<file path="config.mk">
export PLATFORM = sky130hd
export DESIGN_NAME = bf16mv_fpu
export DESIGN_NICKNAME = d
export VERILOG_FILES = /design/src/rtl/core/bf16mv_pkg.sv /design/src/rtl/core/bf16mv_fpu.sv
export SDC_FILE = /design/constraint.sdc
export NUM_CORES = 1
export LEC_CHECK = 0
export ABC_AREA = 0
export CAP_MARGIN = 20
export CELL_PAD_IN_SITES_DETAIL_PLACEMENT = 1
export CELL_PAD_IN_SITES_GLOBAL_PLACEMENT = 1
export CORE_MARGIN = 8
export CORE_UTILIZATION = 49
export CTS_BUF_LIST = sky130_fd_sc_hd__clkbuf_16
export DETAILED_ROUTE_END_ITERATION = 12
export DONT_BUFFER_PORTS = 1
export PLACE_DENSITY = 0.9
export SETUP_SLACK_MARGIN = 0.15
export SLEW_MARGIN = 20
export SYNTH_ARGS = -nofsm -noshare
export SYNTH_HDL_FRONTEND = slang
export SYNTH_SLANG_ARGS = --single-unit
</file>
<file path="constraint.sdc">
create_clock -name clk -period 8.96 [get_ports clk]
set_input_delay 1.792 -clock clk [delete_from_list [all_inputs] [get_ports clk]]
set_output_delay 1.792 -clock clk [all_outputs]
set_load 0.01 [all_outputs]
</file>
<file path="src/rtl/core/bf16mv_pkg.sv">
// Shared types and constants for the bfloat16 matrix-vector multiplier.
// Used by bf16mv_fpu and bf16_matrix_vector_multiply; depends on nothing.
package bf16mv_pkg;

  localparam logic [15:0] BF16_QNAN = 16'h7FC0;
  localparam logic [31:0] FP32_QNAN = 32'h7FC0_0000;

  // Operation handed to the multiply-add unit
  typedef struct packed {
    logic        go;
    logic [15:0] mat_elem;
    logic [15:0] vec_elem;
    logic [31:0] acc;
  } fpu_req_t;

  // Completion of one multiply-add
  typedef struct packed {
    logic        done;
    logic [31:0] sum;
  } fpu_rsp_t;

endpackage

</file>
<file path="src/rtl/core/bf16mv_fpu.sv">
// Seven-stage bfloat16 multiply with fp32 round-to-nearest-even accumulate.
// Depends on bf16mv_pkg for the request and response structs.
module bf16mv_fpu (
  input  logic                clk,
  input  logic                rst_n,
  input  bf16mv_pkg::fpu_req_t req,
  output bf16mv_pkg::fpu_rsp_t rsp
);

  // Count leading zeros of a 16-bit value
  function automatic logic [4:0] lzc16(input logic [15:0] v);
    logic [4:0] n;
    logic       hit;
    n   = 5'd16;
    hit = 1'b0;
    for (int i = 15; i >= 0; i--) begin
      if (!hit && v[i]) begin
        n   = 5'(15 - i);
        hit = 1'b1;
      end
    end
    return n;
  endfunction

  // Count leading zeros of a 27-bit value
  function automatic logic [4:0] lzc27(input logic [26:0] v);
    logic [4:0] n;
    logic       hit;
    n   = 5'd27;
    hit = 1'b0;
    for (int i = 26; i >= 0; i--) begin
      if (!hit && v[i]) begin
        n   = 5'(26 - i);
        hit = 1'b1;
      end
    end
    return n;
  endfunction

  // Round a value n * 2^(e-153), n normalised at bit 26, to fp32
  function automatic logic [31:0] round32(input logic s, input logic signed [10:0] e,
                                          input logic [26:0] n);
    logic [53:0]       sh;
    logic [26:0]       n2;
    logic              st;
    logic [7:0]        ef;
    logic signed [10:0] amt;
    logic [5:0]        amtc;
    logic              inc;
    logic [30:0]       mag;
    sh   = '0;
    n2   = n;
    st   = 1'b0;
    ef   = e[7:0];
    amt  = 11'sd1 - e;
    amtc = (amt > 11'sd28) ? 6'd28 : amt[5:0];
    if (e >= 11'sd255) begin
      return {s, 8'hFF, 23'd0};
    end
    if (e <= 11'sd0) begin
      sh = {n, 27'd0} >> amtc;
      n2 = sh[53:27];
      st = |sh[26:0];
      ef = 8'd0;
    end
    inc = n2[2] & (n2[1] | n2[0] | st | n2[3]);
    mag = {ef, n2[25:3]} + 31'(inc);
    return {s, mag};
  endfunction

  // Stage valids
  logic [6:0] v_r;

  // Stage 1: product of mantissas and special cases
  logic              p1_s_r, p1_nan_r, p1_inf_r;
  logic [15:0]       p1_m_r;
  logic signed [10:0] p1_e_r;
  // Stage 2: normalised product
  logic              p2_s_r, p2_nan_r, p2_inf_r, p2_zero_r;
  logic [26:0]       p2_n_r;
  logic signed [10:0] p2_e_r;
  // Stage 3: rounded fp32 product
  logic [31:0]       p3_prod_r;
  // Stage 4: aligned operands
  logic [26:0]       a4_r, b4_r;
  logic              a4_sub_r, a4_s_r, a4_zs_r, a4_nan_r, a4_inf_r, a4_is_r;
  logic [7:0]        a4_e_r;
  // Stage 5: raw sum
  logic [27:0]       s5_r;
  logic              s5_s_r, s5_zs_r, s5_nan_r, s5_inf_r, s5_is_r;
  logic [7:0]        s5_e_r;
  // Stage 6: normalised sum
  logic [26:0]       n6_r;
  logic signed [10:0] n6_e_r;
  logic              n6_s_r, n6_zs_r, n6_zero_r, n6_nan_r, n6_inf_r, n6_is_r;
  // Stage 7: result
  logic [31:0]       sum_r;

  // Advance valids
  always_ff @(posedge clk) begin
    if (!rst_n) begin
      v_r <= '0;
    end else begin
      v_r <= {v_r[5:0], req.go};
    end
  end

  assign rsp.done = v_r[6];
  assign rsp.sum  = sum_r;

  // Stage 1: unpack bf16 operands and multiply mantissas
  logic [7:0] ea, eb;
  logic [7:0] ma, mb;
  logic       an, ai, az, bn, bi, bz;
  always_comb begin
    ea = req.mat_elem[14:7];
    eb = req.vec_elem[14:7];
    ma = {|ea, req.mat_elem[6:0]};
    mb = {|eb, req.vec_elem[6:0]};
    an = (ea == 8'hFF) && (req.mat_elem[6:0] != '0);
    ai = (ea == 8'hFF) && (req.mat_elem[6:0] == '0);
    az = (ea == 8'h00) && (req.mat_elem[6:0] == '0);
    bn = (eb == 8'hFF) && (req.vec_elem[6:0] != '0);
    bi = (eb == 8'hFF) && (req.vec_elem[6:0] == '0);
    bz = (eb == 8'h00) && (req.vec_elem[6:0] == '0);
  end

  always_ff @(posedge clk) begin
    p1_s_r   <= req.mat_elem[15] ^ req.vec_elem[15];
    p1_nan_r <= an | bn | (ai & bz) | (bi & az);
    p1_inf_r <= ai | bi;
    p1_m_r   <= ma * mb;
    p1_e_r   <= $signed({3'd0, (ea == 8'd0) ? 8'd1 : ea})
              + $signed({3'd0, (eb == 8'd0) ? 8'd1 : eb});
  end

  // Stage 2: normalise the exact product
  logic [4:0]  lz_p;
  logic [26:0] p_wide;
  always_comb begin
    lz_p   = lzc16(p1_m_r);
    p_wide = {p1_m_r, 11'd0} << lz_p;
  end

  always_ff @(posedge clk) begin
    p2_s_r    <= p1_s_r;
    p2_nan_r  <= p1_nan_r;
    p2_inf_r  <= p1_inf_r;
    p2_zero_r <= (p1_m_r == '0);
    p2_n_r    <= p_wide;
    p2_e_r    <= p1_e_r - 11'sd126 - $signed({6'd0, lz_p});
  end

  // Stage 3: round the product to fp32
  always_ff @(posedge clk) begin
    priority if (p2_nan_r) begin
      p3_prod_r <= bf16mv_pkg::FP32_QNAN;
    end else if (p2_inf_r) begin
      p3_prod_r <= {p2_s_r, 8'hFF, 23'd0};
    end else if (p2_zero_r) begin
      p3_prod_r <= {p2_s_r, 31'd0};
    end else begin
      p3_prod_r <= round32(p2_s_r, p2_e_r, p2_n_r);
    end
  end

  // Stage 4: order the operands by magnitude and align the smaller one
  logic [7:0]  xe, ye, xee, yee, el, es, dsh;
  logic [23:0] xm, ym, ml, ms;
  logic        xs, ys, xn, xi, yn, yi, swp;
  logic [53:0] ext;
  logic [5:0]  dc;
  always_comb begin
    xs  = req.acc[31];
    ys  = p3_prod_r[31];
    xe  = req.acc[30:23];
    ye  = p3_prod_r[30:23];
    xm  = {|xe, req.acc[22:0]};
    ym  = {|ye, p3_prod_r[22:0]};
    xee = (xe == 8'd0) ? 8'd1 : xe;
    yee = (ye == 8'd0) ? 8'd1 : ye;
    xn  = (xe == 8'hFF) && (req.acc[22:0] != '0);
    xi  = (xe == 8'hFF) && (req.acc[22:0] == '0);
    yn  = (ye == 8'hFF) && (p3_prod_r[22:0] != '0);
    yi  = (ye == 8'hFF) && (p3_prod_r[22:0] == '0);
    swp = {yee, ym} > {xee, xm};
    el  = swp ? yee : xee;
    es  = swp ? xee : yee;
    ml  = swp ? ym : xm;
    ms  = swp ? xm : ym;
    dsh = el - es;
    dc  = (dsh > 8'd28) ? 6'd28 : dsh[5:0];
    ext = {ms, 3'd0, 27'd0} >> dc;
  end

  always_ff @(posedge clk) begin
    a4_r     <= {ml, 3'd0};
    b4_r     <= {ext[53:28], ext[27] | (|ext[26:0])};
    a4_sub_r <= xs ^ ys;
    a4_s_r   <= swp ? ys : xs;
    a4_zs_r  <= xs & ys;
    a4_e_r   <= el;
    a4_nan_r <= xn | yn | (xi & yi & (xs ^ ys));
    a4_inf_r <= xi | yi;
    a4_is_r  <= xi ? xs : ys;
  end

  // Stage 5: add or subtract magnitudes
  always_ff @(posedge clk) begin
    s5_r     <= a4_sub_r ? ({1'b0, a4_r} - {1'b0, b4_r}) : ({1'b0, a4_r} + {1'b0, b4_r});
    s5_s_r   <= a4_s_r;
    s5_zs_r  <= a4_zs_r;
    s5_e_r   <= a4_e_r;
    s5_nan_r <= a4_nan_r;
    s5_inf_r <= a4_inf_r;
    s5_is_r  <= a4_is_r;
  end

  // Stage 6: normalise the sum
  logic [4:0] lz_s;
  always_comb begin
    lz_s = lzc27(s5_r[26:0]);
  end

  always_ff @(posedge clk) begin
    if (s5_r[27]) begin
      n6_r   <= {s5_r[27:2], s5_r[1] | s5_r[0]};
      n6_e_r <= $signed({3'd0, s5_e_r}) + 11'sd1;
    end else begin
      n6_r   <= s5_r[26:0] << lz_s;
      n6_e_r <= $signed({3'd0, s5_e_r}) - $signed({6'd0, lz_s});
    end
    n6_zero_r <= (s5_r == '0);
    n6_s_r    <= s5_s_r;
    n6_zs_r   <= s5_zs_r;
    n6_nan_r  <= s5_nan_r;
    n6_inf_r  <= s5_inf_r;
    n6_is_r   <= s5_is_r;
  end

  // Stage 7: round the sum to fp32
  always_ff @(posedge clk) begin
    priority if (n6_nan_r) begin
      sum_r <= bf16mv_pkg::FP32_QNAN;
    end else if (n6_inf_r) begin
      sum_r <= {n6_is_r, 8'hFF, 23'd0};
    end else if (n6_zero_r) begin
      sum_r <= {n6_zs_r, 31'd0};
    end else begin
      sum_r <= round32(n6_s_r, n6_e_r, n6_r);
    end
  end

endmodule

</file>
# Word-level counts from Yosys, hierarchy flattened
# Cells that the tools add are included.
word_totals:
  memories: 0
  ramBits: 0
  romBits: 0
  latchBits: 0
  out_inout_bits: 33
  word_cells: 360
  inputBits: 67
  reg_bits: 291
op_classes:
  mul: 1
  reduce_logical: 117
  n_bitwise: 24
  n_eq_ne: 4
  add_sub_neg: 12
  muxes: 146
  shift: 5
  div: 0
  magnitude_cmp: 8
ops:
  columns: ["op", "count"]
  rows:
  - ["$mux W26", 11]
  - ["$mux W32", 8]
  - ["$mux W5", 43]
  - ["$mux W8", 16]
  - ["$shr A54 B6 Y53", 2]
  - ["$reduce_or A27 Y1", 3]
  - ["$add A31 B1 Y31", 2]
  - ["$mux W1", 61]
  - ["$shl A27 B5 Y27", 2]
  - ["$shr A54 B6 Y54", 1]
  - ["$logic_and A1 B1 Y1", 51]
  - ["$mux W24", 2]
  - ["$logic_not A23 Y1", 2]
  - ["$reduce_bool A23 Y1", 2]
  - ["$logic_not A1 Y1", 41]
  - ["$eq A8 B8 Y1 const B", 4]
  - ["$gt A32 B32 Y1", 1]
  - ["$logic_not A8 Y1", 4]
  - ["$reduce_or A8 Y1", 4]
  - ["$add A27 B27 Y28", 1]
  - ["$logic_not A28 Y1", 1]
  - ["$mux W28", 1]
  - ["$sub A27 B27 Y28", 1]
  - ["$ge A11 B9 Y1 const B", 2]
  - ["21 further kinds", 51]

# Longest topological paths before layout
logic_depth:
  depth_word: 81
  mapped_depth: 33

# Worst setup path before layout
# No wires, ideal clock.
synth_timing:
  kind: "input -> register"
  start: "in req[24] (netlist name)"
  end: "reg b4_r[0]"
  setup_slack_ns: 0.857
  path_stages: 29
  n_path_buf: 6
  arrival_time_ns: 7.963
  setup_ns: 0.140
  path_cell_list: "or4_1 > nor3_1 > ha_1 > a21oi_1 > o21ai_0 > a2111oi_0 > and4b_4 > a21o_1 > buf_6 > clkbuf_1 > clkbuf_1 > clkbuf_1 > and3_1 > a21oi_1 > ha_1 > a21oi_1 > o21ai_1 > a221oi_2 > xnor2_1 > and4_1 > buf_6 > or4_4 > buf_6 > mux2_4 > mux2_4 > nor4_2 > nand4_1 > nor3_2 > o221ai_1"
synth_via:
  elab_chain_len: 10
synth_rtl:
  columns: ["item", "line_no", "source"]
  rows:
  - ["start, declared", "bf16mv_fpu.sv:6", "input bf16mv_pkg::fpu_req_t req,"]
  - ["$logic_not A8 Y1", "bf16mv_fpu.sv:180", "xee = (xe == 8'd0) ? 8'd1 : xe;"]
  - ["$mux W8", "bf16mv_fpu.sv:180", null]
  - ["$gt A32 B32 Y1", "bf16mv_fpu.sv:186", "swp = {yee, ym} > {xee, xm};"]
  - ["$mux W8, on equally long branches", "bf16mv_fpu.sv:187, bf16mv_fpu.sv:188", null]
  - ["$sub A8 B8 Y8", "bf16mv_fpu.sv:191", "dsh = el - es;"]
  - ["$gt A8 B5 Y1", "bf16mv_fpu.sv:192", "dc = (dsh > 8'd28) ? 6'd28 : dsh[5:0];"]
  - ["$mux W6", "bf16mv_fpu.sv:192", null]
  - ["$shr A54 B6 Y54 (*)", "bf16mv_fpu.sv:193", "ext = {ms, 3'd0, 27'd0} >> dc;"]
  - ["$reduce_or A27 Y1", "bf16mv_fpu.sv:198", "b4_r <= {ext[53:28], ext[27] | (|ext[26:0])};"]
  - ["$or A1 B1 Y1 (*)", "bf16mv_fpu.sv:198", null]
  - ["end signal, assigned", "bf16mv_fpu.sv:198", null]
  - ["end, declared", "bf16mv_fpu.sv:85", "logic [26:0] a4_r, b4_r;"]
# Every way passes the cells marked *; elsewhere a longest branch is shown, timed or not.
# A chain may end at the register's enable or synchronous reset.

# Final worst setup path
# Same ends and word-level chain as after synthesis.

==> impl_metrics.yaml <==
min_path:
  hp-start: "a4_is_r"
  hold_class: "reg2reg"
logic_synthesis:
  synth_warnings: 0
  yosysTopAreaCellShare: 0.249
  synth_flop_cell: "dfxtp_1"
  synth.avg_cell_area_um2: 7.85
  syn-num-nets: 3106
  synthCells: 2853
  seq_area_frac_synth: 0.249
  async_flop_share: 0
  synth_edf_count: 0
  synth_seq_cells: 279
  synth_area_um2: 22400
  synthTopCellsByArea: "dfxtp_1 25%, ha_1 8.2%, mux2i_1 6.8%"
  yosysTopAreaCell: "dfxtp_1"
  ys_types: 101
clock_network:
  cts.path.max_buffers: 3
  postCtsHoldBufs: 0
  htree_num_levels: 2
  clockRootBuffer: "clkbuf_16"
  cts_resized: 0
  clk_pin_slew_ns: 0.06
  clock_sinks: 279
  cts_buffers: 34
  cts_tree: "done"
  clkLatencyLatePin_ns: 0.57
  cts_setup_buffers: 0
final_layout:
  area_growth_pct: 6.44
  drive_above_1_share: 0.0621
  layout.nets: 3018
  diodes: 0
critical_path:
  cp.arrival_ns: 8.69
  crit_path_top_delay_cell: "or4_1"
  worst-path-buf-inv: 1
  critPathMaxFanout: 14
  r2r_slack_ns: 2.03
  cpLargestDelayFamily: "compound AO/OA/AOI/OAI gates"
  crit_start: "req[24]"
  crit_path_frequent_cell: "a21oi_1"
  crit_path_start_kind: "input port"
  worst-setup-path-type: "in2reg"
  worstPathRequired_ns: 9.43
  reg2regPathDepth: 25
  reg2reg_to: "b4_r[0]"
  worstSetupPathDepth: 25
  endpoint_kind: "register"
  endpoint: "b4_r[0]"
  r2r-start: "p3_prod_r[28]"
  critical_path.max_stage_delay_ns: 0.59
timing:
  finalClockSkew_ns: 0.0316
  min_period_ns: 8.22
  rsz0062_at_grt: "false"
  finalHoldViolations: 0
  setup_viol: 0
  worstMarginPinSlew_ns: 1.02
  finalSetupTns_ns: 0
  max_freq_ghz: 0.122
  slew_viol_final: 0
  final_min_period_over_clock_period: 0.917
  slew_headroom: 0.317
placement:
  gp_congestion: 0.950
  portBuffers: 0
  dpl.hpwl_um: 62700
detailed_routing:
  ant_nets: 0
  routed_wl_um: 81400
  drt_iter0_drc: 1678
  vias: 21600
  drc_errors: 0
  routed_via_density: 6.37
  dr.pass1.iters: 5
  wl_per_cell_um: 24.0
die:
  placement_rows: 78
  initial_core_util: 0.494
  io_pins: 100
  core_um2: 45300
  die_x_um: 230
  die_h_um: 230
  die-area_um2: 52800
global_route:
  grt_max_degree: 63
  grt_antenna_before_repair: 3
  grt_usage: 0.296
  grt_pass1_vias: 22500
  grt_pass1_wl_um: 128000
  grt_remaining_overflow: 0
job:
  maxCapViolCount: 0
outcome:
  outcome: "finished, final reports clean"
-- worst register-to-register path: stages, from the launching register on --
cell and delay (ns):
dfxtp_1 0.41, nor4_1 0.40, nand3b_1 0.20, ha_1 0.40, a21oi_1 0.16, o21ai_0 0.16, a2111oi_0 0.48, and4b_4 0.37
a21o_1 0.31, and3_1 0.21, a21oi_1 0.04, ha_1 0.20, a21oi_1 0.14, o21ai_1 0.14, a221oi_2 0.27, xnor2_1 0.22
a311oi_1 0.52, nand2_1 0.41, buf_4 0.33, o32ai_1 0.56, mux2i_1 0.15, mux2i_1 0.30, a2111oi_0 0.13, nand4_1 0.16
nor3_2 0.05, o221ai_1 0.16
-- state kept, by name, summed over array words and instances (netlist names), 11 cells and up --
name       cells
sum_r         32
b4_r          27
p1_m_r        16
n6_r          27
a4_r          24
p3_prod_r     32
s5_r          28
p2_n_r        16
p2_e_r        11
-- per-layer routing --
layer | part of all wire | vias up | wire length [um] | global-route usage
li1 | - | 9912 | - | -
met2 | 0.49 | 777 | 39900 | 0.519
met4 | 0.046 | 2 | 3760 | 0.137
met3 | 0.058 | 229 | 4690 | 0.0449
met5 | 0.00021 | - | 17 | 0
met1 | 0.41 | 10700 | 33100 | 0.353
-- Yosys cell counts, drive strengths merged (52+ instances only) --
master  count
xnor2      79
nor3       78
inv       203
ha        146
mux2i     153
nand3      52
a21oi     202
and2       64
nor2      257
o21ai     208
clkbuf    111
dfxtp     279
nand2     338
-- area by class of cell --
type	count	area (um2)
clock buffer	34	851
sequential	279	5590
clock inverter	25	228
fill	5503	21400
inverter	203	762
tap	600	751
timing repair buffer	31	250
multi-input combinational	2216	15400
-- how the worst min path moves through the flow --
stage	endpoint	slack (ns)	cells past startpoint
floorplan	n6_inf_r	0.31	0
global route	s5_is_r	0.33	0
global placement	n6_nan_r	0.31	0
CTS	s5_zs_r	0.33	0
finish	s5_is_r	0.33	0
detailed placement	n6_is_r	0.31	0
-- placed cells by master, fill, tap and decap left out, types with 40 or more instances in the layout --
cell     count
a21oi_1    200
nand3_1     52
nor3_1      75
fa_1        40
nand2_1    336
and2_1      64
xnor2_1     78
dfxtp_1    279
inv_1      207
ha_1       146
nor2_1     256
o21ai_0    195
mux2i_1    153
-- cell families after synthesis --
| group | count (synthesis) | share of synthesized area |
|---|---|---|
| and+or+nand+nor | 991 | 0.212 |
| xor gates and xnor gates | 115 | 0.0453 |
| buffers and inverters | 358 | 0.0647 |
| muxes | 206 | 0.108 |
| DFF | 279 | 0.249 |
| adders and majority gates | 186 | 0.117 |
| AOI/OAI and AO/OA | 718 | 0.203 |
-- stage by stage --
| step | area, um2 | hold WS, ns | cells | utilization | worst slack (ns) |
|---|---|---|---|---|---|
| finish | 23800 | 0.328 | 3388 | 0.526 | 0.740 |
| detailed placement | 22700 | 0.313 | 3327 | 0.502 | 0.462 |
| CTS | 23800 | 0.326 | 3386 | 0.525 | 0.962 |
| global route | 23800 | 0.334 | 3388 | 0.526 | 0.312 |
| global placement | 22700 | 0.312 | 3327 | 0.502 | 0.798 |
| floorplan | 22400 | 0.310 | 2853 | - | 0.857 |
Power is left out: the tool's default activity adds up to more than one toggle a clock period on the data nets, which glitch-free logic cannot reach.
